$ cat config.mk
export PLATFORM = sky130hd
export DESIGN_NAME = zone_reservation_lock_table_flat
export DESIGN_NICKNAME = d
export VERILOG_FILES = /design/src/rtl/zrl_pkg.sv /design/src/rtl/zrl_ifs.sv /design/src/rtl/zrl_ram.sv /design/src/rtl/zrl_waiters.sv /design/src/rtl/zone_reservation_lock_table.sv /design/src/flat_wrapper.sv
export SDC_FILE = /design/constraint.sdc
export NUM_CORES = 1
export LEC_CHECK = 0
export ABC_CLOCK_PERIOD_IN_PS = 5600
export BUFFER_PORTS_ARGS = -buffer_cell sky130_fd_sc_hd__buf_2
export CELL_PAD_IN_SITES_DETAIL_PLACEMENT = 1
export CELL_PAD_IN_SITES_GLOBAL_PLACEMENT = 2
export CORE_MARGIN = 3
export CORE_UTILIZATION = 44
export CTS_CLUSTER_DIAMETER = 150
export DETAILED_ROUTE_END_ITERATION = 16
export PLACE_DENSITY = 0.75
export SYNTH_ARGS = -nofsm -noshare
export SYNTH_HDL_FRONTEND = slang
export SYNTH_HIERARCHICAL = 1
export SYNTH_SLANG_ARGS = --single-unit
$ cat constraint.sdc
create_clock -name clock -period 5.6 [get_ports clock]
set_clock_uncertainty 0.1 [all_clocks]
set_input_delay 1.68 -clock clock [delete_from_list [all_inputs] [get_ports clock]]
set_output_delay 1.68 -clock clock [all_outputs]
set_load 0.01 [all_outputs]
$ cat src/rtl/zrl_pkg.sv
`timescale 1ns / 1ps
// zrl_pkg: shared types, codes and defaults of the zone reservation lock table
// no dependencies

package zrl_pkg;

   localparam int ZONES_DEF          = 64;
   localparam int WAITERS_DEF        = 16;
   localparam int CHANGE_WAITERS_DEF = 16;
   localparam logic [6:0] ZONES_IN_USE_RST = 7'd64;

   typedef enum logic [2:0] {
      ACT_RESERVE       = 3'd0,
      ACT_UNRESERVE     = 3'd1,
      ACT_UNRESERVE_ALL = 3'd2,
      ACT_IS_RESERVED   = 3'd3,
      ACT_WAIT          = 3'd4,
      ACT_WAIT_CHANGE   = 3'd5
   } action_type;

   typedef enum logic [3:0] {
      ST_IDLE,
      ST_RD,
      ST_LOOK,
      ST_SWEEP_CHK,
      ST_SCAN,
      ST_SWEEP_DONE,
      ST_CHG_RD,
      ST_CHG_EMIT,
      ST_FINISH
   } state_type;

   typedef struct packed {
      logic [7:0] tid;
      logic [7:0] train;
      logic [5:0] zone;
   } waiter_type;

   typedef struct packed {
      logic       append;
      logic       remove;
      waiter_type entry;
   } wcmd_type;

   typedef struct packed {
      logic [7:0] reply_to;
      logic [2:0] reply_kind;
      logic       granted;
      logic       overflow;
   } reply_type;

endpackage

$ cat src/rtl/zrl_ifs.sv
`timescale 1ns / 1ps
// zrl_ifs: request, reply and register write channels
// no dependencies

interface zrl_req_if;
   logic       valid;
   logic       ready;
   logic [2:0] action;
   logic [7:0] requester;
   logic [7:0] train;
   logic [5:0] zone;
   modport source (output valid, action, requester, train, zone, input ready);
   modport sink (input valid, action, requester, train, zone, output ready);
endinterface

interface zrl_rsp_if;
   logic       valid;
   logic       ready;
   logic [7:0] reply_to;
   logic [2:0] reply_kind;
   logic       granted;
   logic       overflow;
   logic       last;
   modport source (output valid, reply_to, reply_kind, granted, overflow, last, input ready);
   modport sink (input valid, reply_to, reply_kind, granted, overflow, last, output ready);
endinterface

interface zrl_csr_if;
   logic       valid;
   logic       ready;
   logic [6:0] zones_in_use;
   modport source (output valid, zones_in_use, input ready);
   modport sink (input valid, zones_in_use, output ready);
endinterface

$ cat src/rtl/zrl_ram.sv
`timescale 1ns / 1ps
// zrl_ram: generic single write port ram with registered read
// no dependencies

module zrl_ram #(
   parameter int WIDTH = 8,
   parameter int DEPTH = 16,
   localparam int AW = (DEPTH > 1) ? $clog2(DEPTH) : 1
) (
   input  logic             clock,
   input  logic             we,
   input  logic [AW-1:0]    waddr,
   input  logic [WIDTH-1:0] wdata,
   input  logic [AW-1:0]    raddr,
   output logic [WIDTH-1:0] rdata
);

   logic [WIDTH-1:0] mem_ff [DEPTH];
   logic [WIDTH-1:0] rdata_ff;

   always_ff @(posedge clock) begin
      if (we) begin
         mem_ff[waddr] <= wdata;
      end
      rdata_ff <= mem_ff[raddr];
   end

   assign rdata = rdata_ff;

endmodule

$ cat src/rtl/zrl_waiters.sv
`timescale 1ns / 1ps
// zrl_waiters: packed wait queue in arrival order, append at the tail, remove anywhere
// depends on zrl_pkg

module zrl_waiters #(
   parameter int WAITERS = zrl_pkg::WAITERS_DEF,
   localparam int WIW = (WAITERS > 1) ? $clog2(WAITERS) : 1,
   localparam int WCW = $clog2(WAITERS + 1)
) (
   input  logic               clock,
   input  logic               reset,
   input  zrl_pkg::wcmd_type  cmd,
   input  logic [WIW-1:0]     idx,
   output zrl_pkg::waiter_type entry,
   output logic [WCW-1:0]     count
);
   import zrl_pkg::*;

   waiter_type     store_ff [WAITERS];
   waiter_type     store_in [WAITERS];
   logic [WCW-1:0] cnt_ff, cnt_in;

   for (genvar j = 0; j < WAITERS; j++) begin : g_slot
      always_comb begin
         store_in[j] = store_ff[j];
         if (cmd.append && cnt_ff == WCW'(j)) begin
            store_in[j] = cmd.entry;
         end else if (cmd.remove && WIW'(j) >= idx) begin
            if (j < WAITERS - 1) begin
               store_in[j] = store_ff[(j < WAITERS - 1) ? j + 1 : j];
            end
         end
      end
   end

   always_comb begin
      cnt_in = cnt_ff;
      if (cmd.append) begin
         cnt_in = cnt_ff + 1'b1;
      end else if (cmd.remove) begin
         cnt_in = cnt_ff - 1'b1;
      end
   end

   always_ff @(posedge clock) begin
      if (reset) begin
         cnt_ff <= '0;
      end else begin
         cnt_ff <= cnt_in;
      end
      for (int k = 0; k < WAITERS; k++) begin
         store_ff[k] <= store_in[k];
      end
   end

   assign entry = store_ff[idx];
   assign count = cnt_ff;

endmodule

$ cat src/rtl/zone_reservation_lock_table.sv
`timescale 1ns / 1ps
// one request at a time, ready only in idle
// unreserve scans the wait queue one entry a cycle, stalling on a match while the
// reply output is full; unreserve-all reads the owner of each swept zone and adds a
// queue scan per freed zone; each released wait-change reply is read through the
// change ram read port; synchronous active high reset frees all zones, empties both
// queues and sets zones_in_use to 64
module zone_reservation_lock_table #(
   parameter int ZONES          = zrl_pkg::ZONES_DEF,
   parameter int WAITERS        = zrl_pkg::WAITERS_DEF,
   parameter int CHANGE_WAITERS = zrl_pkg::CHANGE_WAITERS_DEF
) (
   input logic       clock,
   input logic       reset,
   zrl_req_if.sink   req,
   zrl_rsp_if.source rsp,
   zrl_csr_if.sink   csr
);
   import zrl_pkg::*;

   localparam int ZW  = $clog2(ZONES);
   localparam int ZCW = ($clog2(ZONES + 1) > 7) ? $clog2(ZONES + 1) : 7;
   localparam int WIW = (WAITERS > 1) ? $clog2(WAITERS) : 1;
   localparam int WCW = $clog2(WAITERS + 1);
   localparam int CIW = (CHANGE_WAITERS > 1) ? $clog2(CHANGE_WAITERS) : 1;
   localparam int CCW = $clog2(CHANGE_WAITERS + 1);

   state_type      state_ff, state_in;
   action_type     act_ff, act_in;
   logic [7:0]     tid_ff, tid_in, train_ff, train_in, cur_owner_ff, cur_owner_in;
   logic [ZCW-1:0] zone_ff, zone_in;
   logic [WIW-1:0] wi_ff, wi_in;
   logic [CIW-1:0] ci_ff, ci_in;
   logic [CCW-1:0] ccnt_ff, ccnt_in;
   logic [6:0]     ziu_ff, ziu_in;
   reply_type      hold_ff, hold_in, out_ff, out_in;
   logic           hold_vld_ff, hold_vld_in, out_vld_ff, out_vld_in, out_last_ff, out_last_in;
   logic [ZONES-1:0] owner_vld_ff, owner_vld_in;
   logic           vldq_ff, vldq_in;

   logic           own_we;
   logic [7:0]     own_wdata, owner_rd, owner_eff, chg_rd;
   logic           chg_we;
   logic [ZW-1:0]  zaddr;
   logic           in_range, held, out_free, emit_ok, emit, flush;
   logic [ZCW-1:0] lim, zone_next;
   reply_type      emit_data;
   wcmd_type       wcmd;
   waiter_type     w_entry;
   logic [WCW-1:0] wcnt;
   logic           w_match;

   zrl_ram #(.WIDTH(8), .DEPTH(ZONES)) u_owner_ram (
      .clock(clock), .we(own_we), .waddr(zaddr), .wdata(own_wdata),
      .raddr(zaddr), .rdata(owner_rd)
   );

   zrl_ram #(.WIDTH(8), .DEPTH(CHANGE_WAITERS)) u_change_ram (
      .clock(clock), .we(chg_we), .waddr(ccnt_ff[CIW-1:0]), .wdata(tid_ff),
      .raddr(ci_ff), .rdata(chg_rd)
   );

   zrl_waiters #(.WAITERS(WAITERS)) u_waiters (
      .clock(clock), .reset(reset), .cmd(wcmd), .idx(wi_ff),
      .entry(w_entry), .count(wcnt)
   );

   assign zaddr     = zone_ff[ZW-1:0];
   assign in_range  = zone_ff < ZCW'(ZONES);
   assign owner_eff = (in_range && vldq_ff) ? owner_rd : 8'd0;
   assign held      = (owner_eff != 8'd0) && (owner_eff != train_ff);
   assign lim       = (ZCW'(ziu_ff) > ZCW'(ZONES)) ? ZCW'(ZONES) : ZCW'(ziu_ff);
   assign zone_next = zone_ff + 1'b1;
   assign out_free  = !out_vld_ff || rsp.ready;
   assign emit_ok   = !hold_vld_ff || out_free;
   // first queued waiter for this zone that the current owner does not block
   assign w_match   = (ZCW'(w_entry.zone) == zone_ff) &&
                      !((cur_owner_ff != 8'd0) && (cur_owner_ff != w_entry.train));

   always_ff @(posedge clock) begin
      if (reset) begin
         state_ff     <= ST_IDLE;
         ccnt_ff      <= '0;
         ziu_ff       <= ZONES_IN_USE_RST;
         hold_vld_ff  <= 1'b0;
         out_vld_ff   <= 1'b0;
         owner_vld_ff <= '0;
      end else begin
         state_ff     <= state_in;
         ccnt_ff      <= ccnt_in;
         ziu_ff       <= ziu_in;
         hold_vld_ff  <= hold_vld_in;
         out_vld_ff   <= out_vld_in;
         owner_vld_ff <= owner_vld_in;
      end
      act_ff       <= act_in;
      tid_ff       <= tid_in;
      train_ff     <= train_in;
      cur_owner_ff <= cur_owner_in;
      zone_ff      <= zone_in;
      wi_ff        <= wi_in;
      ci_ff        <= ci_in;
      hold_ff      <= hold_in;
      out_ff       <= out_in;
      out_last_ff  <= out_last_in;
      vldq_ff      <= vldq_in;
   end

   // sequencer
   always_comb begin
      state_in     = state_ff;
      act_in       = act_ff;
      tid_in       = tid_ff;
      train_in     = train_ff;
      cur_owner_in = cur_owner_ff;
      zone_in      = zone_ff;
      wi_in        = wi_ff;
      ci_in        = ci_ff;
      ccnt_in      = ccnt_ff;
      own_we       = 1'b0;
      own_wdata    = 8'd0;
      chg_we       = 1'b0;
      wcmd         = '0;
      emit         = 1'b0;
      emit_data    = '0;
      flush        = 1'b0;
      req.ready    = 1'b0;
      case (state_ff)
         ST_IDLE: begin
            req.ready = 1'b1;
            if (req.valid) begin
               act_in   = action_type'(req.action);
               tid_in   = req.requester;
               train_in = req.train;
               zone_in  = (action_type'(req.action) == ACT_UNRESERVE_ALL) ? '0 :
                          ZCW'(req.zone);
               if (action_type'(req.action) == ACT_UNRESERVE_ALL && lim == '0) begin
                  state_in = ST_SWEEP_DONE;
               end else begin
                  state_in = ST_RD;
               end
            end
         end
         ST_RD: begin
            state_in = (act_ff == ACT_UNRESERVE_ALL) ? ST_SWEEP_CHK : ST_LOOK;
         end
         ST_LOOK: begin
            if (emit_ok) begin
               emit_data.reply_to   = tid_ff;
               emit_data.reply_kind = act_ff;
               state_in = ST_FINISH;
               case (act_ff)
                  ACT_RESERVE: begin
                     emit = 1'b1;
                     emit_data.granted = in_range &&
                                         (owner_eff == train_ff || owner_eff == 8'd0);
                     if (in_range && owner_eff == 8'd0) begin
                        own_we    = 1'b1;
                        own_wdata = train_ff;
                     end
                     ci_in    = '0;
                     state_in = (ccnt_ff != '0) ? ST_CHG_RD : ST_FINISH;
                  end
                  ACT_UNRESERVE: begin
                     emit = 1'b1;
                     emit_data.granted = !held;
                     cur_owner_in = owner_eff;
                     if (owner_eff != 8'd0 && !held) begin
                        own_we       = 1'b1;
                        cur_owner_in = 8'd0;
                     end
                     wi_in    = '0;
                     state_in = ST_SCAN;
                  end
                  ACT_IS_RESERVED: begin
                     emit = 1'b1;
                     emit_data.granted = held;
                  end
                  ACT_WAIT: begin
                     if (!held) begin
                        emit = 1'b1;
                     end else if (wcnt == WCW'(WAITERS)) begin
                        emit = 1'b1;
                        emit_data.overflow = 1'b1;
                     end else begin
                        wcmd.append      = 1'b1;
                        wcmd.entry.tid   = tid_ff;
                        wcmd.entry.train = train_ff;
                        wcmd.entry.zone  = zone_ff[5:0];
                     end
                  end
                  ACT_WAIT_CHANGE: begin
                     if (ccnt_ff == CCW'(CHANGE_WAITERS)) begin
                        emit = 1'b1;
                        emit_data.overflow = 1'b1;
                     end else begin
                        chg_we  = 1'b1;
                        ccnt_in = ccnt_ff + 1'b1;
                     end
                  end
                  default: begin
                  end
               endcase
            end
         end
         ST_SWEEP_CHK: begin
            if (owner_eff == train_ff) begin
               own_we       = 1'b1;
               cur_owner_in = 8'd0;
               wi_in        = '0;
               state_in     = ST_SCAN;
            end else if (zone_next >= lim) begin
               state_in = ST_SWEEP_DONE;
            end else begin
               zone_in  = zone_next;
               state_in = ST_RD;
            end
         end
         ST_SCAN: begin
            if (WCW'(wi_ff) < wcnt && w_match && !emit_ok) begin
               state_in = ST_SCAN;
            end else begin
               if (WCW'(wi_ff) < wcnt && !w_match && wi_ff != WIW'(WAITERS - 1)) begin
                  wi_in = wi_ff + 1'b1;
               end else begin
                  if (WCW'(wi_ff) < wcnt && w_match) begin
                     emit                 = 1'b1;
                     emit_data.reply_to   = w_entry.tid;
                     emit_data.reply_kind = ACT_WAIT;
                     wcmd.remove          = 1'b1;
                  end
                  // scan over: carry on with the sweep or the change waiters
                  if (act_ff == ACT_UNRESERVE_ALL) begin
                     if (zone_next >= lim) begin
                        state_in = ST_SWEEP_DONE;
                     end else begin
                        zone_in  = zone_next;
                        state_in = ST_RD;
                     end
                  end else begin
                     ci_in    = '0;
                     state_in = (ccnt_ff != '0) ? ST_CHG_RD : ST_FINISH;
                  end
               end
            end
         end
         ST_SWEEP_DONE: begin
            if (emit_ok) begin
               emit                 = 1'b1;
               emit_data.reply_to   = tid_ff;
               emit_data.reply_kind = ACT_UNRESERVE_ALL;
               ci_in                = '0;
               state_in             = (ccnt_ff != '0) ? ST_CHG_RD : ST_FINISH;
            end
         end
         ST_CHG_RD: begin
            state_in = ST_CHG_EMIT;
         end
         ST_CHG_EMIT: begin
            if (emit_ok) begin
               emit                 = 1'b1;
               emit_data.reply_to   = chg_rd;
               emit_data.reply_kind = ACT_WAIT_CHANGE;
               if (CCW'(ci_ff) + 1'b1 == ccnt_ff) begin
                  ccnt_in  = '0;
                  state_in = ST_FINISH;
               end else begin
                  ci_in    = ci_ff + 1'b1;
                  state_in = ST_CHG_RD;
               end
            end
         end
         ST_FINISH: begin
            if (emit_ok) begin
               flush    = 1'b1;
               state_in = ST_IDLE;
            end
         end
         default: begin
            state_in = ST_IDLE;
         end
      endcase
   end

   // owner valid bits stand in for clearing the owner ram
   always_comb begin
      owner_vld_in = owner_vld_ff;
      if (own_we) begin
         owner_vld_in[zaddr] = 1'b1;
      end
      vldq_in = owner_vld_ff[zaddr];
   end

   // one reply held back so the final one can carry last
   always_comb begin
      hold_in     = hold_ff;
      hold_vld_in = hold_vld_ff;
      out_in      = out_ff;
      out_last_in = out_last_ff;
      out_vld_in  = out_vld_ff;
      if (out_free) begin
         out_vld_in = 1'b0;
      end
      if (emit) begin
         hold_in     = emit_data;
         hold_vld_in = 1'b1;
         if (hold_vld_ff) begin
            out_in      = hold_ff;
            out_last_in = 1'b0;
            out_vld_in  = 1'b1;
         end
      end else if (flush && hold_vld_ff) begin
         out_in      = hold_ff;
         out_last_in = 1'b1;
         out_vld_in  = 1'b1;
         hold_vld_in = 1'b0;
      end
   end

   always_comb begin
      ziu_in = ziu_ff;
      if (csr.valid) begin
         ziu_in = csr.zones_in_use;
      end
   end

   assign csr.ready      = 1'b1;
   assign rsp.valid      = out_vld_ff;
   assign rsp.reply_to   = out_ff.reply_to;
   assign rsp.reply_kind = out_ff.reply_kind;
   assign rsp.granted    = out_ff.granted;
   assign rsp.overflow   = out_ff.overflow;
   assign rsp.last       = out_last_ff;

endmodule

$ cat src/flat_wrapper.sv
// flat-port wrapper written by rule: the top's interface ports become plain ports
module zone_reservation_lock_table_flat import zrl_pkg::*;
#(
   parameter int ZONES          = zrl_pkg::ZONES_DEF,
   parameter int WAITERS        = zrl_pkg::WAITERS_DEF,
   parameter int CHANGE_WAITERS = zrl_pkg::CHANGE_WAITERS_DEF
)
  (clock, reset, req_valid, req_action, req_requester, req_train, req_zone, req_ready, rsp_valid, rsp_reply_to, rsp_reply_kind, rsp_granted, rsp_overflow, rsp_last, rsp_ready, csr_valid, csr_zones_in_use, csr_ready);
  zrl_req_if req_i ();
  zrl_rsp_if rsp_i ();
  zrl_csr_if csr_i ();
  input logic clock;
  input logic reset;
  input wire logic [$bits(req_i.valid)-1:0] req_valid;
  input wire logic [$bits(req_i.action)-1:0] req_action;
  input wire logic [$bits(req_i.requester)-1:0] req_requester;
  input wire logic [$bits(req_i.train)-1:0] req_train;
  input wire logic [$bits(req_i.zone)-1:0] req_zone;
  output wire logic [$bits(req_i.ready)-1:0] req_ready;
  output wire logic [$bits(rsp_i.valid)-1:0] rsp_valid;
  output wire logic [$bits(rsp_i.reply_to)-1:0] rsp_reply_to;
  output wire logic [$bits(rsp_i.reply_kind)-1:0] rsp_reply_kind;
  output wire logic [$bits(rsp_i.granted)-1:0] rsp_granted;
  output wire logic [$bits(rsp_i.overflow)-1:0] rsp_overflow;
  output wire logic [$bits(rsp_i.last)-1:0] rsp_last;
  input wire logic [$bits(rsp_i.ready)-1:0] rsp_ready;
  input wire logic [$bits(csr_i.valid)-1:0] csr_valid;
  input wire logic [$bits(csr_i.zones_in_use)-1:0] csr_zones_in_use;
  output wire logic [$bits(csr_i.ready)-1:0] csr_ready;
  assign req_i.valid = req_valid;
  assign req_i.action = req_action;
  assign req_i.requester = req_requester;
  assign req_i.train = req_train;
  assign req_i.zone = req_zone;
  assign req_ready = req_i.ready;
  assign rsp_valid = rsp_i.valid;
  assign rsp_reply_to = rsp_i.reply_to;
  assign rsp_reply_kind = rsp_i.reply_kind;
  assign rsp_granted = rsp_i.granted;
  assign rsp_overflow = rsp_i.overflow;
  assign rsp_last = rsp_i.last;
  assign rsp_i.ready = rsp_ready;
  assign csr_i.valid = csr_valid;
  assign csr_i.zones_in_use = csr_zones_in_use;
  assign csr_ready = csr_i.ready;
  zone_reservation_lock_table #(.ZONES(ZONES), .WAITERS(WAITERS), .CHANGE_WAITERS(CHANGE_WAITERS)) u_core (.clock(clock), .reset(reset), .req(req_i), .rsp(rsp_i), .csr(csr_i));
endmodule
-- Word level (Yosys, flattened, before mapping)
Memories as Yosys holds them, arrays and structs flattened. A register that Yosys moved wholly into a read port is not among the register bits.
Cells that the tools add are included.
- register bits after elaboration: 157
- RAM bits: 992
- bits of input ports: 37
- output and inout bits: 17
- word-level logic and storage cells: 346
- memories kept: 3
- memory list (memory ; depth ; bits a word ; read ports ; clocked after Yosys merged registers in ; write ports ; line ; source):
    u_core.u_owner_ram.mem_ff ; 64 ; 8 ; 1 ; 1 ; 1 ; zrl_ram.sv:18 ; logic [WIDTH-1:0] mem_ff [DEPTH];
    u_core.u_waiters.store_ff ; 16 ; 22 ; 16 ; 1 ; 16 ; zrl_waiters.sv:19 ; waiter_type store_ff [WAITERS];
    u_core.u_change_ram.mem_ff ; 16 ; 8 ; 1 ; 1 ; 1 ; zrl_ram.sv:18 ;
- add/sub/neg operators: 7
- magnitude comparators: 21
- equal/unequal tests: 58
- mux-type cells: 152
- bitwise operators: 1
- reductions and logical operators: 80
- operators with widths (operator ; count):
    two-way mux 22 bit ; 36
    two-way mux 4 bit ; 24
    two-way mux 8 bit ; 9
    OR 64 bit ; 1
    two-way mux 11 bit ; 5
    two-way mux 13 bit ; 4
    two-way mux 7 bit ; 7
    logical AND 1 bit ; 45
    one-hot mux 11 bit (4 select lines) ; 1
    two-way mux 1 bit ; 41
    equality test 5 x 4 -> 1 bit, second input constant ; 8
    one-hot mux 4 bit (9 select lines) ; 1
    two-way mux 5 bit ; 7
    >= comparator 4 bit, first input constant ; 7
    AND reduction 6 bit ; 4
    != test 2 bit, second input constant ; 11
    one-hot mux 7 bit (3 select lines) ; 1
    equality test 5 x 3 -> 1 bit, second input constant ; 4
    != test 2 x 1 -> 1 bit, second input constant ; 9
    equality test 4 x 3 -> 1 bit, second input constant ; 4
    >= comparator 3 x 4 -> 1 bit, first input constant ; 4
    != test 8 bit ; 2
    one-hot mux 4 bit (4 select lines) ; 1
    one-hot mux 8 bit (2 select lines) ; 1
    other kinds (53) ; 82

-- Logic depth before layout (Yosys ltp)
Gate-level depths: netlist of run 1.
- depth after elaboration: 13
- gate-level depth with buffers: 17
- depth with buffers taken out: 12

-- Modules after synthesis
The synthesis of run 1 kept the hierarchy.
- by module, submodules not included (module ; times used ; cells an instance ; area each (um2) ; seq. area each (um2)):
    zrl_ram (u_core.u_owner_ram) ; 1 ; 972 ; 20190.6 ; 15534.9
    zrl_waiters ; 1 ; 1018 ; 17897.2 ; 10670.2
    zone_reservation_lock_table ; 1 ; 774 ; 7669.9 ; 3733.6
    zrl_ram (u_core.u_change_ram) ; 1 ; 229 ; 5147.4 ; 4003.8

-- Least setup slack after synthesis of run 1
No wires, ideal clock.
- path type: flip-flop to flip-flop
- start point: register u_core.wi_ff[0]
- end point: memory u_core/u_waiters/store_ff[0][0] in the netlist's numbering, enable pin
- library setup time: 0.432 ns
- arrival: 5.360 ns
- data required time: 5.068 ns
- setup slack: -0.292 ns
- cell stages (with the launch flop): 15
- buffers on the path: 3
- period minus slack after synthesis: 5.892 ns
- cells stage by stage: edfxtp_1 > clkbuf_2 > buf_2 > mux4_2 > a22oi_1 > nand2_1 > xor2_1 > or4_1 > nor4_2 > nand3_1 > nor2_1 > clkbuf_1 > nand2b_1 > or3_1 > o21ai_0
- RTL lines (what ; line ; source):
    start: declaration ; zone_reservation_lock_table.sv:32 ; logic [WIW-1:0] wi_ff, wi_in;
    start signal: assignment ; zone_reservation_lock_table.sv:101 ; wi_ff <= wi_in;
    end: declaration ; zrl_waiters.sv:19 ;

==> flow_metrics.py, run 1 <==
metrics = {
    "sta": {
        "finalCriticalPeriod_ps": 5040,
        "finalSetupViolCount": 0,
        "drv_slew": 0,
        "rsz0062_at_grt": "false",
        "max_freq_mhz": 198,
        "setup_tns_ps": 0,
        "fin_crit_sh": 0.900,
        "worst_pin_slew_ps": 1140,
        "relSlewSlack": 0.237,
        "hold_viol": 0,
    },
    "routing": {
        "drt-initial-drc-count": 2878,
        "wl_per_cell_um": 30.1,
        "ant_nets": 0,
        "via_count": 28651,
        "drt-total-wl_um": 141000,
        "viasPerCell": 6.09,
        "dr.pass1.iters": 5,
        "remaining_drc_errors": 0,
    },
    "final_layout": {
        "final_layout_size_suffix_gt1_frac": 0.293,
        "utilization": 0.499,
        "nets": 3151,
        "n_antenna_cell": 0,
        "syn_to_final_growth_pct": 12.2,
        "n_fill_cell": 10628,
        "multiInputGateArea_mm2": 0.0158,
        "ff_latch_area_mm2": 0.0339,
    },
    "synthesis": {
        "yosysSeqAreaShare": 0.667,
        "ys_warn_count": 6,
        "synth_flop_cell": "edfxtp_1",
        "synth_async_sr_flop_share": 0,
        "synthDistinctLibCells": 90,
        "ys_ff_latch": 1165,
        "synthesis.nets": 3050,
        "netlist_area_mm2": 0.0509,
        "synth_area_per_cell_um2": 17.0,
        "syn_inst": 2993,
        "synth-edff-count": 1061,
    },
    "worst_setup_path": {
        "worstPathRequired_ps": 5910,
        "cp_top_family": "simple AND/OR/NAND/NOR gates",
        "path_cells": "buf_4, mux4_2, a22oi_1, nand2_1, xor2_1, or4_1, nor4_2, nand3_1, nor2_1, nand2b_1, o21ai_2, buf_4",
        "max_stage_delay_ps": 710,
        "worst-setup-path-type": "register to register",
        "worstSetupEndpointType": "register",
        "startpoint_type": "register",
        "cp_common_cell": "buf_4",
        "crit_start": "u_core/wi_ff[1]",
        "arrival_ps": 5350,
        "slowest_stage": "edfxtp_1",
        "r2r_start": "u_core/wi_ff[1]",
        "critPathMaxFanout": 16,
        "crit_buf_inv": 2,
    },
    "grt": {
        "antenna_found_initial": 2,
        "grt_pass1_wl_um": 210000,
        "grt-ovfl-total": 0,
        "grt_usage": 0.235,
        "grt_start_max_net_pins": 142,
        "grt_pass1_vias": 30396,
    },
    "power_and_ir_drop": {
        "leakagePower_nw": 19.8,
        "ir_worst_vdd_mv": 0.279,
        "p_per_area_mw_per_mm2": 340,
    },
    "clock_network": {
        "worstSkewPairLatency_ps": 760,
        "h-tree-depth": 4,
        "cts_buffers": 130,
        "clock_path_buffers": 3,
        "cts_hold_buf": 0,
        "cts-root-buf": "clkbuf_16",
        "postCtsSetupRepairBufs": 0,
        "clk_pin_slew_ps": 60,
        "tritoncts": "yes",
        "numClockSinks": 1165,
        "post_cts_resized": 0,
    },
    "status": {
        "status": "complete, no violations",
    },
    "floorplan": {
        "rows": 124,
        "dieArea_mm2": 0.120,
        "initial_utilization": 0.445,
        "coreArea_mm2": 0.115,
        "io_pins": 54,
        "die_h_um": 346,
        "die_w_um": 346,
    },
    "placed_design": {
        "gp_congestion": 0.844,
        "port_buffers": 52,
        "dpl.hpwl_um": 90600,
    },
    "run": {
        "cap_violations": 0,
    },
    "worst_hold_path": {
        "min_from": "u_core/hold_ff[10]",
        "holdCritPathClass": "register to register",
    },
}
synth_stat cells (all sizes together) (35+ instances only):
cell	instances	area [um2]
a21oi	53	265
a22oi	79	593
and2	52	327
buf	104	721
clkbuf	86	324
dfxtp	104	2080
edfxtp	1061	31900
mux2	331	3730
mux2i	35	350
mux4	255	5800
nand2	140	541
nand3	41	215
nor2	215	830
o21ai	38	190
cell usage in the layout, fill, tap and decap left out, drive strengths merged, types with 41 or more instances in the layout:
master,instances
edfxtp,1061
nand3,41
mux4,255
clkbuf,160
dfxtp,104
clkinv,53
a21oi,53
nor2,215
nand2,140
buf,162
and2,52
mux2,331
a22oi,79
report_power, final:
group          switching [mW]  internal [mW]  leakage, nW
logic                   0.936          0.512         6.04
clock network            3.55           4.80         2.04
registers               0.157           9.47         11.7
total                    4.65           14.8         19.8
kinds of logic after synthesis:
group,count (synthesis),share of synthesized area
flops,1165,0.667
mux,621,0.194
simple gates,605,0.0601
compound gates,324,0.0447
buf+inv,220,0.0231
xor+xnor,37,0.00637
fa+ha+maj,20,0.00492
other cells,1,0.0000737
path summary, 6_finish.rpt:
kind / end / slack, ps / cells after the start
worst min register to register: u_core/rsp.reply_to[5] / 320 / 0
worst min-delay path: u_core/rsp.reply_to[5] / 320 / 0
worst max-delay path: u_core/u_waiters/store_ff[3][9] / 560 / 12
worst max register to register: u_core/u_waiters/store_ff[3][9] / 560 / 12
sequential cells by signal, indices dropped and copies added (netlist names), 8 cells and up:
name	count
u_core/u_owner_ram/rdata	8
u_core/hold_ff	13
u_core/rsp.reply_to	8
u_core/u_waiters/store_ff	352
u_core/u_change_ram/mem_ff	128
u_core/owner_vld_ff	64
u_core/u_change_ram/rdata	8
u_core/train_ff	8
u_core/u_owner_ram/mem_ff	512
u_core/cur_owner_ff	8
u_core/tid_ff	8
metrics by stage:
stage	hold WS [ps]	std cells	total power, mW	setup slack [ps]	instance area [um2]
floorplan	300	2993	10.7	12.3	50900
global placement	308	4474	11.2	547	53000
detailed placement	309	4474	11.3	471	53000
CTS	321	4702	19.6	505	57100
global route	334	4702	20.1	294	57100
finish	318	4702	19.4	559	57100
per-layer routing:
layer	vias up	routed length, um	GRT usage	share of wire
li1	12143	-	-	-
met1	15301	58700	0.316	0.41
met2	989	70900	0.396	0.50
met3	218	7740	0.0358	0.055
met4	0	4170	0.0767	0.029
met5	-	0	0	0
final cells by class:
cell class,instances,share of cell area
clock inverters,68,0.0122
clock buffers,160,0.0611
repair buffers,162,0.0205
well taps,1512,0.0331
inverters,27,0.00177
multi-input cells,1608,0.277
flip-flops and latches,1165,0.594
(Power assumes the default switching activity.)
==> inputs of run 2 (changes only) <==
Settings changed: CORE_UTILIZATION 44 to 38, PLACE_DENSITY 0.75 to 0.66.
==> run 2 against run 1 <==
- cell count is 5.6% higher
- sequential power hardly changed
- die area is 16% higher
- non-clock buffer count is 10 higher
- via count is 0.58% lower
- critical path depth is 1 higher
- maximum frequency is 1.7% higher
- setup slack better by 82 ps
- cell area is 0.85% higher
- power is 1.1% higher
- critical endpoint is now u_core/u_waiters/store_ff[0][3]
- largest power group unchanged
==> flow_metrics.py, run 2 (same netlist as run 1, synthesis figures left out) <==
metrics = {
    "sta": {
        "hold_viol": 0,
        "fin_crit_sh": 0.885,
        "setup_tns_ps": 0,
        "finalSetupViolCount": 0,
        "holdWs_ps": 320,
        "rsz0062_at_grt": "false",
        "drv_slew": 0,
        "finalCriticalPeriod_ps": 4960,
        "relSlewSlack": 0.186,
        "worst_pin_slew_ps": 1220,
        "max_freq_mhz": 202,
    },
    "final_layout": {
        "top_regs": "u_core/u_owner_ram/mem_ff (512), u_core/u_waiters/store_ff (352), u_core/u_change_ram/mem_ff (128)",
        "stdcell_area_mm2": 0.0576,
        "layout_commonest_cell": "edfxtp_1",
        "top_register": "u_core/u_owner_ram/mem_ff",
        "layout_common_cells": "edfxtp_1 (1061), mux2_2 (281), mux4_2 (241)",
        "syn_to_final_growth_pct": 13.2,
        "nets": 3162,
        "n_antenna_cell": 0,
        "largest_reg_flops": 512,
        "final_layout_size_suffix_gt1_frac": 0.295,
        "utilization": 0.436,
    },
    "clock_network": {
        "cts-root-buf": "clkbuf_16",
        "numClockSinks": 1165,
        "h-tree-depth": 4,
        "tritoncts": "yes",
        "post_cts_resized": 0,
        "cts_buffers": 131,
        "clk_pin_slew_ps": 60,
        "clock_path_buffers": 3,
        "cts_hold_buf": 0,
        "worstSkewPairLatency_ps": 750,
        "postCtsSetupRepairBufs": 0,
    },
    "worst_setup_path": {
        "path_cells": "buf_12, mux4_2, a22oi_1, nand2_1, xor2_1, or4_1, nor4_2, nand3_1, nor2_1, nand2b_1, or3_1, o21ai_2, buf_4",
        "max_stage_delay_ps": 590,
        "slowest_stage": "mux4_2",
        "r2r_start": "u_core/wi_ff[0]",
        "critPathMaxFanout": 26,
        "crit_start": "u_core/wi_ff[0]",
        "worstSetupEndpointType": "register",
        "startpoint_type": "register",
        "cp_top_family": "simple AND/OR/NAND/NOR gates",
        "worstPathRequired_ps": 5880,
        "worst-setup-path-type": "register to register",
        "arrival_ps": 5240,
        "crit_buf_inv": 2,
    },
    "power_and_ir_drop": {
        "p_sw_frac": 0.236,
        "power_mw": 19.6,
        "pwr-share-clk": 0.434,
        "p_int_mw": 15.0,
        "p_per_area_mw_per_mm2": 341,
        "power.switching_mw": 4.64,
        "combPwrFrac": 0.077,
        "power_frac_seq": 0.489,
        "ir_worst_vdd_mv": 0.340,
        "leakagePower_nw": 19.9,
    },
    "placed_design": {
        "dpl.hpwl_um": 93300,
        "gp_congestion": 0.835,
        "placed_cell_area_mm2": 0.0534,
        "port_buffers": 52,
    },
    "floorplan": {
        "dieArea_mm2": 0.138,
        "rows": 133,
        "die_w_um": 372,
        "die_h_um": 372,
        "coreArea_mm2": 0.132,
        "io_pins": 54,
        "initial_utilization": 0.385,
    },
    "routing": {
        "wl_per_cell_um": 29.0,
        "drt-initial-drc-count": 2499,
        "via_count": 28486,
        "remaining_drc_errors": 0,
        "dr.pass1.iters": 6,
        "ant_nets": 0,
        "viasPerCell": 5.74,
        "drt-total-wl_um": 144000,
    },
    "grt": {
        "grt_start_max_net_pins": 119,
        "met1_usage": 0.287,
        "grt_pass1_wl_um": 213000,
        "busiest_layer": "met2",
        "grt_usage": 0.209,
        "antenna_found_initial": 3,
        "grtUsageMet2": 0.346,
        "grt_use_met3": 0.0348,
        "grt-ovfl-total": 0,
        "grt_pass1_vias": 30293,
    },
    "run": {
        "cap_violations": 0,
    },
    "status": {
        "status": "complete, no violations",
    },
    "worst_hold_path": {
        "min_from": "u_core/hold_ff[1]",
        "holdCritPathClass": "register to register",
    },
}
## run 2: cell count changes in the layout (fill, tap and decap cells not counted), sizes merged
cell      delta
buf         +10
clkbuf       +7
bufinv       +4
inv          +3
clkinvlp     -2
clkinv       -1
## run 2: worst paths after layout
path,to,slack [ps],depth (start not counted)
min,u_core/rsp.granted,320,0
max,u_core/u_waiters/store_ff[0][3],640,13
max reg2reg,u_core/u_waiters/store_ff[0][3],640,13
min reg2reg,u_core/rsp.granted,320,0
## run 2: worst register-to-register path: cells and delay by family (launching register included)
kind | cells | cell delay [ps]
compound gates | 2 | 340
xor+xnor | 1 | 160
buf+inv | 2 | 660
flops | 1 | 440
mux | 1 | 630
simple gates | 7 | 2230
## run 2: power groups by stage
| stage | registers [mW] | clock network [mW] | logic, mW |
|---|---|---|---|
| after floorplan | 9.71 | 0 | 1.04 |
| after global placement | 9.79 | 0 | 1.49 |
| after detailed placement | 9.79 | 0 | 1.52 |
| after CTS | 9.61 | 8.76 | 1.52 |
| after global routing | 9.61 | 9.11 | 1.62 |
| final | 9.61 | 8.52 | 1.50 |
## run 2: stage by stage
stage	worst slack, ps	cells
2_1_floorplan	12.3	2993
4_1_cts	581	4966
6_report	642	4966
3_5_place_dp	430	4727
3_3_place_gp	605	4727
5_1_grt	302	4966
## run 2: layer usage
| metal | vias to the layer above | part of all wire |
|---|---|---|
| met3 | 192 | 0.050 |
| met1 | 15296 | 0.44 |
| li1 | 12193 | - |
| met2 | 803 | 0.49 |
| met4 | 2 | 0.021 |
| met5 | - | 0.000090 |
## run 2: layout make-up
| class | instances | area (um2) |
|---|---|---|
| sequential | 1165 | 33900 |
| clock inverter | 72 | 694 |
| fill | 12695 | 74700 |
| tap | 1755 | 2200 |
| inverter | 27 | 101 |
| clock buffer | 167 | 3550 |
| timing repair buffer | 172 | 1300 |
| multi-input combinational | 1608 | 15800 |
